[src/design/ttyrec_record_to_json_assert.svh]
// ----------------------------------------------------------------------------
// ttyrec_record_to_json_assert
// Assertion macros shared by the ttyrec_record_to_json design files.
// ----------------------------------------------------------------------------
`ifndef TTYREC_RECORD_TO_JSON_ASSERT_SVH
`define TTYREC_RECORD_TO_JSON_ASSERT_SVH

// Same-cycle implication, checked on every rising clock edge outside reset.
`define TTYREC_ASSERT_NOW(lbl, clk, rst, ante, cons) \
   lbl: assert property (@(posedge clk) disable iff (rst) (ante) |-> (cons)) \
      else $error("ttyrec assertion failed");

// Next-cycle implication.
`define TTYREC_ASSERT_NEXT(lbl, clk, rst, ante, cons) \
   lbl: assert property (@(posedge clk) disable iff (rst) (ante) |=> (cons)) \
      else $error("ttyrec assertion failed");

`endif

[src/design/ttyrec_pkg.sv]
// ----------------------------------------------------------------------------
// ttyrec_pkg
// Shared types, character codes and lookup functions for the ttyrec to JSON
// converter: controller/datapath command and status bundles.
// ----------------------------------------------------------------------------
`default_nettype none

package ttyrec_pkg;

   localparam int WORD_W     = 32;
   localparam int DEC_DIGITS = 10;
   localparam int BCD_W      = 4 * DEC_DIGITS;
   localparam int CNT_W      = $clog2(WORD_W);
   localparam int PTR_W      = $clog2(DEC_DIGITS);

   localparam logic [3:0] HDR_LAST_IDX = 4'd11;
   localparam logic [CNT_W-1:0] CONV_LAST_CNT = CNT_W'(WORD_W - 1);
   localparam logic [PTR_W-1:0] DIG_FIRST_PTR = PTR_W'(DEC_DIGITS - 1);

   localparam logic [7:0] ASC_COMMA  = 8'h2C;
   localparam logic [7:0] ASC_LBRACK = 8'h5B;
   localparam logic [7:0] ASC_RBRACK = 8'h5D;
   localparam logic [7:0] ASC_QUOTE  = 8'h22;
   localparam logic [7:0] ASC_BSLASH = 8'h5C;
   localparam logic [7:0] ASC_U      = 8'h75;
   localparam logic [7:0] ASC_ZERO   = 8'h30;
   localparam logic [7:0] ASC_LOWER_A = 8'h61;
   localparam logic [7:0] ASC_SPACE  = 8'h20;

   // What the output register loads.
   typedef enum logic [3:0] {
      CH_COMMA  = 4'd0,
      CH_LBRACK = 4'd1,
      CH_DIGIT  = 4'd2,
      CH_QUOTE  = 4'd3,
      CH_RBRACK = 4'd4,
      CH_BSLASH = 4'd5,
      CH_LETTER = 4'd6,
      CH_U      = 4'd7,
      CH_ZERO   = 4'd8,
      CH_HEXHI  = 4'd9,
      CH_HEXLO  = 4'd10,
      CH_RAW    = 4'd11
   } char_sel_type;

   typedef struct packed {
      logic         hdr_wr;
      logic         pay_wr;
      logic         conv_start;
      logic         conv_sel;     // 0: seconds, 1: microseconds
      logic         conv_step;
      logic         dig_skip;
      logic         dig_emit;
      logic         emit;
      char_sel_type char_sel;
      logic         last;
      logic         set_payload;
      logic         clr_first;
   } ctrl_cmd_type;

   typedef struct packed {
      logic in_payload;
      logic hdr_last;
      logic first_record;
      logic len_zero;
      logic last_byte;
      logic esc_named;
      logic esc_ctrl;
      logic conv_last;
      logic dig_lead;
      logic dig_zero;
      logic dig_ptr_zero;
      logic out_ok;
   } ctrl_sts_type;

   // Letter of a named escape, zero when the byte has none.
   function automatic logic [7:0] esc_letter(input logic [7:0] b);
      logic [7:0] r;
      r = 8'h00;
      unique case (b)
         8'h00:   r = 8'h30;   // \0
         8'h22:   r = 8'h22;
         8'h5C:   r = 8'h5C;
         8'h0A:   r = 8'h6E;   // n
         8'h0D:   r = 8'h72;   // r
         8'h0B:   r = 8'h76;   // v
         8'h09:   r = 8'h74;   // t
         8'h08:   r = 8'h62;   // b
         8'h0C:   r = 8'h66;   // f
         default: r = 8'h00;
      endcase
      return r;
   endfunction

   function automatic logic [7:0] hex_char(input logic [3:0] n);
      logic [7:0] r;
      if (n < 4'd10) begin
         r = ASC_ZERO + {4'd0, n};
      end else begin
         r = ASC_LOWER_A + {4'd0, n - 4'd10};
      end
      return r;
   endfunction

endpackage

`default_nettype wire

[src/design/ttyrec_record_to_json.sv]
// ----------------------------------------------------------------------------
// ttyrec_record_to_json
// Converts a ttyrec byte stream into JSON array body text, one character per
// output word, with payload bytes JSON-escaped.
//
//   channel | direction | ports                                  | word
//   req     | in        | req_valid, req_stall, req_in_byte      | one stream byte
//   rsp     | out       | rsp_valid, rsp_stall, rsp_out_byte,    | one character
//           |           | rsp_last_of_run                        |
//
// Header bytes are taken one per cycle. A plain payload byte is emitted as
// is; a named escape as a backslash and a letter, other control bytes as
// \u00xx; record close adds a quote and a bracket. Completing a header runs
// the bit-serial BCD converter for each timestamp and skips leading zeros.
// Input is stalled while the sequencer still has characters of the current
// word to emit; the last one may wait in the output register while the next
// word is taken. An output stall holds the output register and emit states.
// Reset is synchronous; afterward the first record gets no leading comma.
// ----------------------------------------------------------------------------
`default_nettype none

`include "ttyrec_record_to_json_assert.svh"

module ttyrec_record_to_json (
   input  wire logic       clock,
   input  wire logic       reset,
   input  wire logic       req_valid,
   output logic            req_stall,
   input  wire logic [7:0] req_in_byte,
   output logic            rsp_valid,
   input  wire logic       rsp_stall,
   output logic [7:0]      rsp_out_byte,
   output logic            rsp_last_of_run
);

   ttyrec_pkg::ctrl_cmd_type cmd;
   ttyrec_pkg::ctrl_sts_type sts;

   ttyrec_ctrl u_ctrl (
      .clock     (clock),
      .reset     (reset),
      .req_valid (req_valid),
      .req_stall (req_stall),
      .sts       (sts),
      .cmd       (cmd)
   );

   ttyrec_dp u_dp (
      .clock           (clock),
      .reset           (reset),
      .req_in_byte     (req_in_byte),
      .rsp_stall       (rsp_stall),
      .rsp_valid       (rsp_valid),
      .rsp_out_byte    (rsp_out_byte),
      .rsp_last_of_run (rsp_last_of_run),
      .cmd             (cmd),
      .sts             (sts)
   );

   // a character that is not the last of its run means more are coming
   `TTYREC_ASSERT_NOW(a_run_blocks_input, clock, reset,
      rsp_valid && rsp_stall && !rsp_last_of_run, req_stall)
   // payload mode always has bytes left to take
   `TTYREC_ASSERT_NOW(a_payload_count, clock, reset, sts.in_payload, !sts.len_zero)
   // the output register is never overwritten while stalled
   `TTYREC_ASSERT_NEXT(a_emit_lands, clock, reset, cmd.emit, rsp_valid)
   `TTYREC_ASSERT_NOW(a_emit_room, clock, reset, cmd.emit, sts.out_ok)

endmodule

`default_nettype wire

[src/design/ttyrec_dp.sv]
// ----------------------------------------------------------------------------
// ttyrec_dp
// Datapath: header capture, payload counter, binary to BCD converter
// (shift-add-3, one bit per cycle), escape decode and output register.
// ----------------------------------------------------------------------------
`default_nettype none

module ttyrec_dp (
   input  wire logic                     clock,
   input  wire logic                     reset,
   input  wire logic [7:0]               req_in_byte,
   input  wire logic                     rsp_stall,
   output logic                          rsp_valid,
   output logic [7:0]                    rsp_out_byte,
   output logic                          rsp_last_of_run,
   input  wire ttyrec_pkg::ctrl_cmd_type cmd,
   output ttyrec_pkg::ctrl_sts_type      sts
);

   logic [3:0]                          hdr_idx_ff, hdr_idx_in;
   logic [ttyrec_pkg::WORD_W-1:0]       sec_ff, sec_in;
   logic [ttyrec_pkg::WORD_W-1:0]       usec_ff, usec_in;
   logic [ttyrec_pkg::WORD_W-1:0]       left_ff, left_in;
   logic                                in_payload_ff, in_payload_in;
   logic                                first_ff, first_in;
   logic                                last_byte_ff, last_byte_in;
   logic [7:0]                          byte_ff, byte_in;

   logic [ttyrec_pkg::WORD_W-1:0]       bin_ff, bin_in;
   logic [ttyrec_pkg::BCD_W-1:0]        bcd_ff, bcd_in;
   logic [ttyrec_pkg::CNT_W-1:0]        cnt_ff, cnt_in;
   logic [ttyrec_pkg::PTR_W-1:0]        ptr_ff, ptr_in;
   logic                                lead_ff, lead_in;

   logic                                out_valid_ff, out_valid_in;
   logic [7:0]                          out_byte_ff, out_byte_in;
   logic                                out_last_ff, out_last_in;

   logic [ttyrec_pkg::BCD_W-1:0]        bcd_adj;
   logic [7:0]                          letter;
   logic [7:0]                          char_val;

   assign letter = ttyrec_pkg::esc_letter(byte_ff);

   // header capture and payload bookkeeping
   always_comb begin
      hdr_idx_in    = hdr_idx_ff;
      sec_in        = sec_ff;
      usec_in       = usec_ff;
      left_in       = left_ff;
      in_payload_in = in_payload_ff;
      first_in      = first_ff;
      last_byte_in  = last_byte_ff;
      byte_in       = byte_ff;
      if (cmd.hdr_wr) begin
         unique case (hdr_idx_ff[3:2])
            2'd0:    sec_in[{hdr_idx_ff[1:0], 3'b000} +: 8]  = req_in_byte;
            2'd1:    usec_in[{hdr_idx_ff[1:0], 3'b000} +: 8] = req_in_byte;
            default: left_in[{hdr_idx_ff[1:0], 3'b000} +: 8] = req_in_byte;
         endcase
         hdr_idx_in = (hdr_idx_ff == ttyrec_pkg::HDR_LAST_IDX) ? 4'd0 : hdr_idx_ff + 4'd1;
      end
      if (cmd.pay_wr) begin
         byte_in      = req_in_byte;
         left_in      = left_ff - ttyrec_pkg::WORD_W'(1);
         last_byte_in = (left_ff == ttyrec_pkg::WORD_W'(1));
         if (left_ff == ttyrec_pkg::WORD_W'(1)) begin
            in_payload_in = 1'b0;
         end
      end
      if (cmd.set_payload) begin
         in_payload_in = 1'b1;
      end
      if (cmd.clr_first) begin
         first_in = 1'b0;
      end
   end

   // shift-add-3: adjust every digit at 5 or more, then shift in one bit
   always_comb begin
      bcd_adj = bcd_ff;
      for (int d = 0; d < ttyrec_pkg::DEC_DIGITS; d++) begin
         if (bcd_ff[4*d +: 4] >= 4'd5) begin
            bcd_adj[4*d +: 4] = bcd_ff[4*d +: 4] + 4'd3;
         end
      end
   end

   always_comb begin
      bin_in  = bin_ff;
      bcd_in  = bcd_ff;
      cnt_in  = cnt_ff;
      ptr_in  = ptr_ff;
      lead_in = lead_ff;
      if (cmd.conv_start) begin
         bin_in  = cmd.conv_sel ? usec_ff : sec_ff;
         bcd_in  = '0;
         cnt_in  = '0;
         ptr_in  = ttyrec_pkg::DIG_FIRST_PTR;
         lead_in = 1'b1;
      end else if (cmd.conv_step) begin
         bcd_in = {bcd_adj[ttyrec_pkg::BCD_W-2:0], bin_ff[ttyrec_pkg::WORD_W-1]};
         bin_in = {bin_ff[ttyrec_pkg::WORD_W-2:0], 1'b0};
         cnt_in = cnt_ff + ttyrec_pkg::CNT_W'(1);
      end else if (cmd.dig_skip || cmd.dig_emit) begin
         // most significant digit always sits at the top
         bcd_in = {bcd_ff[ttyrec_pkg::BCD_W-5:0], 4'd0};
         ptr_in = ptr_ff - ttyrec_pkg::PTR_W'(1);
         if (cmd.dig_emit) begin
            lead_in = 1'b0;
         end
      end
   end

   always_comb begin
      unique case (cmd.char_sel)
         ttyrec_pkg::CH_COMMA:  char_val = ttyrec_pkg::ASC_COMMA;
         ttyrec_pkg::CH_LBRACK: char_val = ttyrec_pkg::ASC_LBRACK;
         ttyrec_pkg::CH_DIGIT:  char_val = ttyrec_pkg::ASC_ZERO +
                                           {4'd0, bcd_ff[ttyrec_pkg::BCD_W-1 -: 4]};
         ttyrec_pkg::CH_QUOTE:  char_val = ttyrec_pkg::ASC_QUOTE;
         ttyrec_pkg::CH_RBRACK: char_val = ttyrec_pkg::ASC_RBRACK;
         ttyrec_pkg::CH_BSLASH: char_val = ttyrec_pkg::ASC_BSLASH;
         ttyrec_pkg::CH_LETTER: char_val = letter;
         ttyrec_pkg::CH_U:      char_val = ttyrec_pkg::ASC_U;
         ttyrec_pkg::CH_ZERO:   char_val = ttyrec_pkg::ASC_ZERO;
         ttyrec_pkg::CH_HEXHI:  char_val = ttyrec_pkg::hex_char(byte_ff[7:4]);
         ttyrec_pkg::CH_HEXLO:  char_val = ttyrec_pkg::hex_char(byte_ff[3:0]);
         ttyrec_pkg::CH_RAW:    char_val = byte_ff;
         default:               char_val = byte_ff;
      endcase
   end

   always_comb begin
      out_valid_in = out_valid_ff;
      out_byte_in  = out_byte_ff;
      out_last_in  = out_last_ff;
      if (cmd.emit) begin
         out_valid_in = 1'b1;
         out_byte_in  = char_val;
         out_last_in  = cmd.last;
      end else if (!rsp_stall) begin
         out_valid_in = 1'b0;
      end
   end

   always_ff @(posedge clock) begin
      if (reset) begin
         hdr_idx_ff    <= 4'd0;
         sec_ff        <= '0;
         usec_ff       <= '0;
         left_ff       <= '0;
         in_payload_ff <= 1'b0;
         first_ff      <= 1'b1;
         last_byte_ff  <= 1'b0;
         cnt_ff        <= '0;
         ptr_ff        <= '0;
         lead_ff       <= 1'b0;
         out_valid_ff  <= 1'b0;
      end else begin
         hdr_idx_ff    <= hdr_idx_in;
         sec_ff        <= sec_in;
         usec_ff       <= usec_in;
         left_ff       <= left_in;
         in_payload_ff <= in_payload_in;
         first_ff      <= first_in;
         last_byte_ff  <= last_byte_in;
         cnt_ff        <= cnt_in;
         ptr_ff        <= ptr_in;
         lead_ff       <= lead_in;
         out_valid_ff  <= out_valid_in;
      end
   end

   always_ff @(posedge clock) begin
      byte_ff     <= byte_in;
      bin_ff      <= bin_in;
      bcd_ff      <= bcd_in;
      out_byte_ff <= out_byte_in;
      out_last_ff <= out_last_in;
   end

   always_comb begin
      sts.in_payload   = in_payload_ff;
      sts.hdr_last     = (hdr_idx_ff == ttyrec_pkg::HDR_LAST_IDX);
      sts.first_record = first_ff;
      sts.len_zero     = (left_ff == '0);
      sts.last_byte    = last_byte_ff;
      sts.esc_named    = (letter != 8'h00);
      sts.esc_ctrl     = (byte_ff < ttyrec_pkg::ASC_SPACE) && (letter == 8'h00);
      sts.conv_last    = (cnt_ff == ttyrec_pkg::CONV_LAST_CNT);
      sts.dig_lead     = lead_ff;
      sts.dig_zero     = (bcd_ff[ttyrec_pkg::BCD_W-1 -: 4] == 4'd0);
      sts.dig_ptr_zero = (ptr_ff == '0);
      sts.out_ok       = !out_valid_ff || !rsp_stall;
   end

   assign rsp_valid       = out_valid_ff;
   assign rsp_out_byte    = out_byte_ff;
   assign rsp_last_of_run = out_last_ff;

endmodule

`default_nettype wire

[src/design/ttyrec_ctrl.sv]
// ----------------------------------------------------------------------------
// ttyrec_ctrl
// Sequencer: takes input words, steps through the record opening, the two
// decimal conversions, payload escapes and record closing.
// ----------------------------------------------------------------------------
`default_nettype none

module ttyrec_ctrl (
   input  wire logic                     clock,
   input  wire logic                     reset,
   input  wire logic                     req_valid,
   output logic                          req_stall,
   input  wire ttyrec_pkg::ctrl_sts_type sts,
   output ttyrec_pkg::ctrl_cmd_type      cmd
);

   typedef enum logic [17:0] {
      ST_IDLE   = 18'b000000000000000001,
      ST_COMMA  = 18'b000000000000000010,
      ST_LBRACK = 18'b000000000000000100,
      ST_CONV_S = 18'b000000000000001000,
      ST_DIG_S  = 18'b000000000000010000,
      ST_SEP_S  = 18'b000000000000100000,
      ST_CONV_U = 18'b000000000001000000,
      ST_DIG_U  = 18'b000000000010000000,
      ST_SEP_U  = 18'b000000000100000000,
      ST_QUOTE  = 18'b000000001000000000,
      ST_ESC1   = 18'b000000010000000000,
      ST_ESC2   = 18'b000000100000000000,
      ST_U0     = 18'b000001000000000000,
      ST_U00    = 18'b000010000000000000,
      ST_HEXHI  = 18'b000100000000000000,
      ST_HEXLO  = 18'b001000000000000000,
      ST_CLOSEQ = 18'b010000000000000000,
      ST_CLOSEB = 18'b100000000000000000
   } state_type;

   state_type state_ff, state_in;
   logic      accept;
   logic      dig_skip;

   assign req_stall = (state_ff != ST_IDLE);
   assign accept    = req_valid && !req_stall;
   assign dig_skip  = sts.dig_lead && sts.dig_zero && !sts.dig_ptr_zero;

   always_comb begin
      state_in     = state_ff;
      cmd          = '0;
      cmd.char_sel = ttyrec_pkg::CH_RAW;
      unique case (state_ff)
         ST_IDLE: begin
            if (accept) begin
               if (sts.in_payload) begin
                  cmd.pay_wr = 1'b1;
                  state_in   = ST_ESC1;
               end else begin
                  cmd.hdr_wr = 1'b1;
                  if (sts.hdr_last) begin
                     state_in = sts.first_record ? ST_LBRACK : ST_COMMA;
                  end
               end
            end
         end
         ST_COMMA: begin
            cmd.char_sel = ttyrec_pkg::CH_COMMA;
            if (sts.out_ok) begin
               cmd.emit = 1'b1;
               state_in = ST_LBRACK;
            end
         end
         ST_LBRACK: begin
            cmd.char_sel = ttyrec_pkg::CH_LBRACK;
            if (sts.out_ok) begin
               cmd.emit       = 1'b1;
               cmd.clr_first  = 1'b1;
               cmd.conv_start = 1'b1;
               state_in       = ST_CONV_S;
            end
         end
         ST_CONV_S, ST_CONV_U: begin
            cmd.conv_step = 1'b1;
            if (sts.conv_last) begin
               state_in = (state_ff == ST_CONV_S) ? ST_DIG_S : ST_DIG_U;
            end
         end
         ST_DIG_S, ST_DIG_U: begin
            cmd.char_sel = ttyrec_pkg::CH_DIGIT;
            if (dig_skip) begin
               cmd.dig_skip = 1'b1;
            end else if (sts.out_ok) begin
               cmd.emit     = 1'b1;
               cmd.dig_emit = 1'b1;
               if (sts.dig_ptr_zero) begin
                  state_in = (state_ff == ST_DIG_S) ? ST_SEP_S : ST_SEP_U;
               end
            end
         end
         ST_SEP_S: begin
            cmd.char_sel = ttyrec_pkg::CH_COMMA;
            if (sts.out_ok) begin
               cmd.emit       = 1'b1;
               cmd.conv_start = 1'b1;
               cmd.conv_sel   = 1'b1;
               state_in       = ST_CONV_U;
            end
         end
         ST_SEP_U: begin
            cmd.char_sel = ttyrec_pkg::CH_COMMA;
            if (sts.out_ok) begin
               cmd.emit = 1'b1;
               state_in = ST_QUOTE;
            end
         end
         ST_QUOTE: begin
            cmd.char_sel = ttyrec_pkg::CH_QUOTE;
            cmd.last     = !sts.len_zero;
            if (sts.out_ok) begin
               cmd.emit = 1'b1;
               if (sts.len_zero) begin
                  state_in = ST_CLOSEQ;
               end else begin
                  cmd.set_payload = 1'b1;
                  state_in        = ST_IDLE;
               end
            end
         end
         ST_ESC1: begin
            if (sts.esc_named || sts.esc_ctrl) begin
               cmd.char_sel = ttyrec_pkg::CH_BSLASH;
            end else begin
               cmd.char_sel = ttyrec_pkg::CH_RAW;
               cmd.last     = !sts.last_byte;
            end
            if (sts.out_ok) begin
               cmd.emit = 1'b1;
               if (sts.esc_named || sts.esc_ctrl) begin
                  state_in = ST_ESC2;
               end else begin
                  state_in = sts.last_byte ? ST_CLOSEQ : ST_IDLE;
               end
            end
         end
         ST_ESC2: begin
            if (sts.esc_named) begin
               cmd.char_sel = ttyrec_pkg::CH_LETTER;
               cmd.last     = !sts.last_byte;
            end else begin
               cmd.char_sel = ttyrec_pkg::CH_U;
            end
            if (sts.out_ok) begin
               cmd.emit = 1'b1;
               if (sts.esc_named) begin
                  state_in = sts.last_byte ? ST_CLOSEQ : ST_IDLE;
               end else begin
                  state_in = ST_U0;
               end
            end
         end
         ST_U0: begin
            cmd.char_sel = ttyrec_pkg::CH_ZERO;
            if (sts.out_ok) begin
               cmd.emit = 1'b1;
               state_in = ST_U00;
            end
         end
         ST_U00: begin
            cmd.char_sel = ttyrec_pkg::CH_ZERO;
            if (sts.out_ok) begin
               cmd.emit = 1'b1;
               state_in = ST_HEXHI;
            end
         end
         ST_HEXHI: begin
            cmd.char_sel = ttyrec_pkg::CH_HEXHI;
            if (sts.out_ok) begin
               cmd.emit = 1'b1;
               state_in = ST_HEXLO;
            end
         end
         ST_HEXLO: begin
            cmd.char_sel = ttyrec_pkg::CH_HEXLO;
            cmd.last     = !sts.last_byte;
            if (sts.out_ok) begin
               cmd.emit = 1'b1;
               state_in = sts.last_byte ? ST_CLOSEQ : ST_IDLE;
            end
         end
         ST_CLOSEQ: begin
            cmd.char_sel = ttyrec_pkg::CH_QUOTE;
            if (sts.out_ok) begin
               cmd.emit = 1'b1;
               state_in = ST_CLOSEB;
            end
         end
         ST_CLOSEB: begin
            cmd.char_sel = ttyrec_pkg::CH_RBRACK;
            cmd.last     = 1'b1;
            if (sts.out_ok) begin
               cmd.emit = 1'b1;
               state_in = ST_IDLE;
            end
         end
         default: begin
            state_in = ST_IDLE;
         end
      endcase
   end

   always_ff @(posedge clock) begin
      if (reset) begin
         state_ff <= ST_IDLE;
      end else begin
         state_ff <= state_in;
      end
   end

endmodule

`default_nettype wire

[config.mk]
export PLATFORM = sky130hd
export DESIGN_NAME = ttyrec_record_to_json
export DESIGN_NICKNAME = d
export VERILOG_FILES = /design/src/design/ttyrec_pkg.sv /design/src/design/ttyrec_record_to_json.sv /design/src/design/ttyrec_dp.sv /design/src/design/ttyrec_ctrl.sv
export VERILOG_INCLUDE_DIRS = /design/src /design/src/design
export SDC_FILE = /design/constraint.sdc
export NUM_CORES = 1
export LEC_CHECK = 0
export ABC_AREA = 1
export ABC_CLOCK_PERIOD_IN_PS = 3600
export BUFFER_PORTS_ARGS = -buffer_cell sky130_fd_sc_hd__buf_2
export CAP_MARGIN = 20
export CORE_MARGIN = 8
export CORE_UTILIZATION = 40
export CTS_BUF_LIST = sky130_fd_sc_hd__clkbuf_16
export DETAILED_ROUTE_END_ITERATION = 10
export PLACE_DENSITY = 0.63
export SETUP_SLACK_MARGIN = 0.3
export SKIP_LAST_GASP = 1
export SYNTH_ARGS = -nofsm -noshare
export SYNTH_HDL_FRONTEND = slang
export SYNTH_HIERARCHICAL = 1
export SYNTH_SLANG_ARGS = --single-unit
[constraint.sdc]
create_clock -name clock -period 3.6 [get_ports clock]
set_input_delay 0.9 -clock clock [delete_from_list [all_inputs] [get_ports clock]]
set_output_delay 0.9 -clock clock [all_outputs]
set_load 0.02 [all_outputs]
==> summary.md <==
| Metric | Value |
|---|---|
| Leak pwr | `6.21 nW` |
| Worst vdd ir | `0.314 mV` |
| DIE HEIGHT | `195 um` |
| Post-synthesis mux area share | `0%` |
| Crit. End Element | `output port` |
| Post-synth EDFFs | `49` |
| DR WL/cell | `15.1 um` |
| CP Data Required Time | `2.70 ns` |
| Final Hold Fails | `0` |
| Least-Margin Pin Slew | `1.00 ns` |
| Drt drc | `0` |
| Share of layout cells above drive strength 1 | `9.42%` |
| Final wirelength | `35100 um` |
| CP Launch Type | `register` |
| Async SR Flop Fraction | `0%` |
| Die area | `0.0381 mm2` |
| Initial Util | `40.7%` |
| GP Congestion | `0.937` |
| IO Pins | `23` |
| Horiz. Die Dim | `195 um` |
| Clk Latency, worst-skew pair | `0.53 ns` |
| Post-Syn Area | `0.0128 mm2` |
| Crit path DAT | `2.16 ns` |
| Mapped Cells | `1881` |
| Max-cap violations | `0` |
| Distinct cell type count after synthesis | `46` |
| Vias per Instance | `5.32` |
| Synthesized area per cell | `6.83 um2` |
| First-pass GRT wire length | `57400 um` |
| Number of global-route vias before repair | `11447` |
| Hold buffer count at CTS | `0` |
| Unrepaired setup endpoints after global routing | `yes` |
| Yosys top cell area share | `26.8%` |
| Num rows | `65` |
| Fin crit share | `84.9%` |
| Detailed-route via count | `12365` |
| Synth Area in XOR/XNOR | `0.955%` |
| Yosys warns | `6` |
| Final core utilization | `45.3%` |
| Post-Place Worst Slack | `0.349 ns` |
| Final worst setup slack | `0.543 ns` |
| Synthesis-to-layout area growth | `11.4%` |
| Worst min-delay path class | `reg2reg` |
| CTS Sinks | `221` |
| Yosys reg bits | `221` |
| Largest family of logic cells by synthesized area | `simple AND/OR/NAND/NOR gates` |
| Most frequent cell after synthesis | `nand2_1` |
| Root buf cell | `clkbuf_16` |
| Fmax | `327 MHz` |
| Power per Cell Area | `488 mW/mm2` |
| Initial antenna violation count | `0` |
| H-tree Lvls | `1` |
| Area leader, netlist | `dfxtp_1` |
| Worst setup path category | `reg2out` |
| Crit path max fanout | `14` |
| Core area | `0.0316 mm2` |
| Placed insts | `2262` |
| Outcome | `finished clean` |
| Setup Viol. Count Final | `0` |
| Min cycle time layout | `3.06 ns` |
| Hpwl dp | `24700 um` |
| Final net count | `1957` |
| Largest net degree at the start of global routing | `71` |
| All-Layer GR Usage | `17.9%` |
| Area contributors post-synth | `dfxtp_1 (27%), nand2_1 (12%), edfxtp_1 (11%)` |
| Non-Filler Instances | `2323` |
| GRT overflow | `0` |
| Port Buffers | `22` |
| Final Skew | `0.0150 ns` |
| Fin Setup TNS | `0 ns` |
| Max-slew violations | `0` |
| Post-synthesis adder-cell area fraction | `3.99%` |
| DRT iter0 DRCs | `1114` |
| Slew headroom | `33.0%` |
| FILL cells | `3228` |
| CTS Buf Count | `26` |
| Synth Flop Type | `dfxtp_1` |
| Sequential area share after synthesis | `38.3%` |
| CTS tree | `done` |
| Worst-path clk slew | `0.06 ns` |
| Maximum clock insertion buffer count | `3` |
| Post-Synth Simple-Gate Area | `31.4%` |
| N_diodes | `0` |
| Antenna-violating nets left | `0` |
| TritonRoute pass-1 iters | `6` |
| Mapped Nets | `1934` |
| Synth Area in Compound Gates | `16.9%` |
| Top cells by count, synth | `nand2_1 (403), nor2_1 (284), inv_1 (191)` |
layer usage:
layer  wire length (um)  GRT usage (%)  part of all wire, %
met1              15900           23.5                   45
met4               1130           5.98                  3.2
met2              16100           29.8                   46
met5                  0              0                    0
met3               2090           2.42                  5.9
logic make-up after synthesis:
family	Yosys count
xor gates and xnor gates	14
adders and majority gates	41
and+or+nand+nor	929
buffers and inverters	272
AOI/OAI and AO/OA	404
DFF	221
what timing repair did:
item	in CTS	in global routing
buffers inserted	0	16
setup endpoints to repair	0	32
gates resized for setup	0	12
worst max-delay path: stages (launching register included):
cell     delay, ns
dfxtp_1       0.36
nor2_4        0.34
nand2_1       0.16
inv_1         0.12
nand2_1       0.09
nor2_1        0.16
nand2_1       0.18
buf_2         0.21
power by group:
part | switching (mW) | internal, mW | total [mW] | leakage [nW]
Clock | 1.03 | 1.44 | 2.47 | 0.419
Sequential | 0.103 | 2.72 | 2.83 | 1.83
Combinational | 1.18 | 0.503 | 1.68 | 3.97
sequential cells by signal, indices dropped and copies added (netlist names):
signal	count
u_dp/usec_ff	32
u_dp/ptr_ff	4
u_dp/rsp_last_of_run	1
u_dp/cnt_ff	5
u_dp/rsp_out_byte	8
u_dp/sec_ff	32
u_dp/byte_ff	8
u_ctrl/state_ff	18
u_dp/in_payload_ff	1
u_dp/first_ff	1
u_dp/bcd_ff	40
u_dp/rsp_valid	1
u_dp/left_ff	32
u_dp/bin_ff	32
u_dp/hdr_idx_ff	4
u_dp/last_byte_ff	1
u_dp/lead_ff	1
layout make-up:
class / count / area, um2 / share of cell area, %
multi-input cells: 1388 / 6890 / 48.1
flip-flops and latches: 221 / 4910 / 34.3
inverters: 205 / 769 / 5.38
clock buffers: 26 / 651 / 4.55
well taps: 402 / 503 / 3.51
repair buffers: 62 / 443 / 3.10
clock inverters: 19 / 141 / 0.988
layout by cell type (no fill, tap or decap), drive strengths merged, types with 2 or more instances in the layout:
cell,netlist,routed
a31oi,37,37
nor3,31,31
o22ai,5,5
buf,32,62
dfxtp,172,172
nor2,311,311
bufinv,0,2
a21oi,158,158
o211ai,4,4
edfxtp,49,49
xor2,13,13
clkinv,6,15
o21ai,174,174
nor4,3,3
nand2,419,419
o21bai,6,6
nand4,20,20
a211oi,3,3
or2,11,11
o221ai,9,9
nand3b,4,4
a22oi,3,3
inv,199,207
ha,41,41
clkbuf,35,26
nand3,130,130
final timing paths:
check                                          from                    to  slack, ns  cells after the start
worst min register to register       u_dp/sec_ff[6]        u_dp/sec_ff[6]       0.46                      2
worst max-delay path            u_ctrl/state_ff[17]             req_stall       0.54                      7
worst min-delay path                 u_dp/sec_ff[6]        u_dp/sec_ff[6]       0.46                      2
worst max register to register   u_ctrl/state_ff[8]  u_dp/rsp_out_byte[1]       0.58                     16
per-stage QoR:
stage	instance area (um2)	hold slack, ns	total power [mW]
2_1_floorplan	12800	0.431	4.07
3_3_place_gp	13300	0.446	4.44
3_5_place_dp	13400	0.451	4.45
4_1_cts	14200	0.460	6.96
5_1_grt	14300	0.474	7.35
6_report	14300	0.458	6.98
Note: power is estimated with default switching activity, not from simulation.
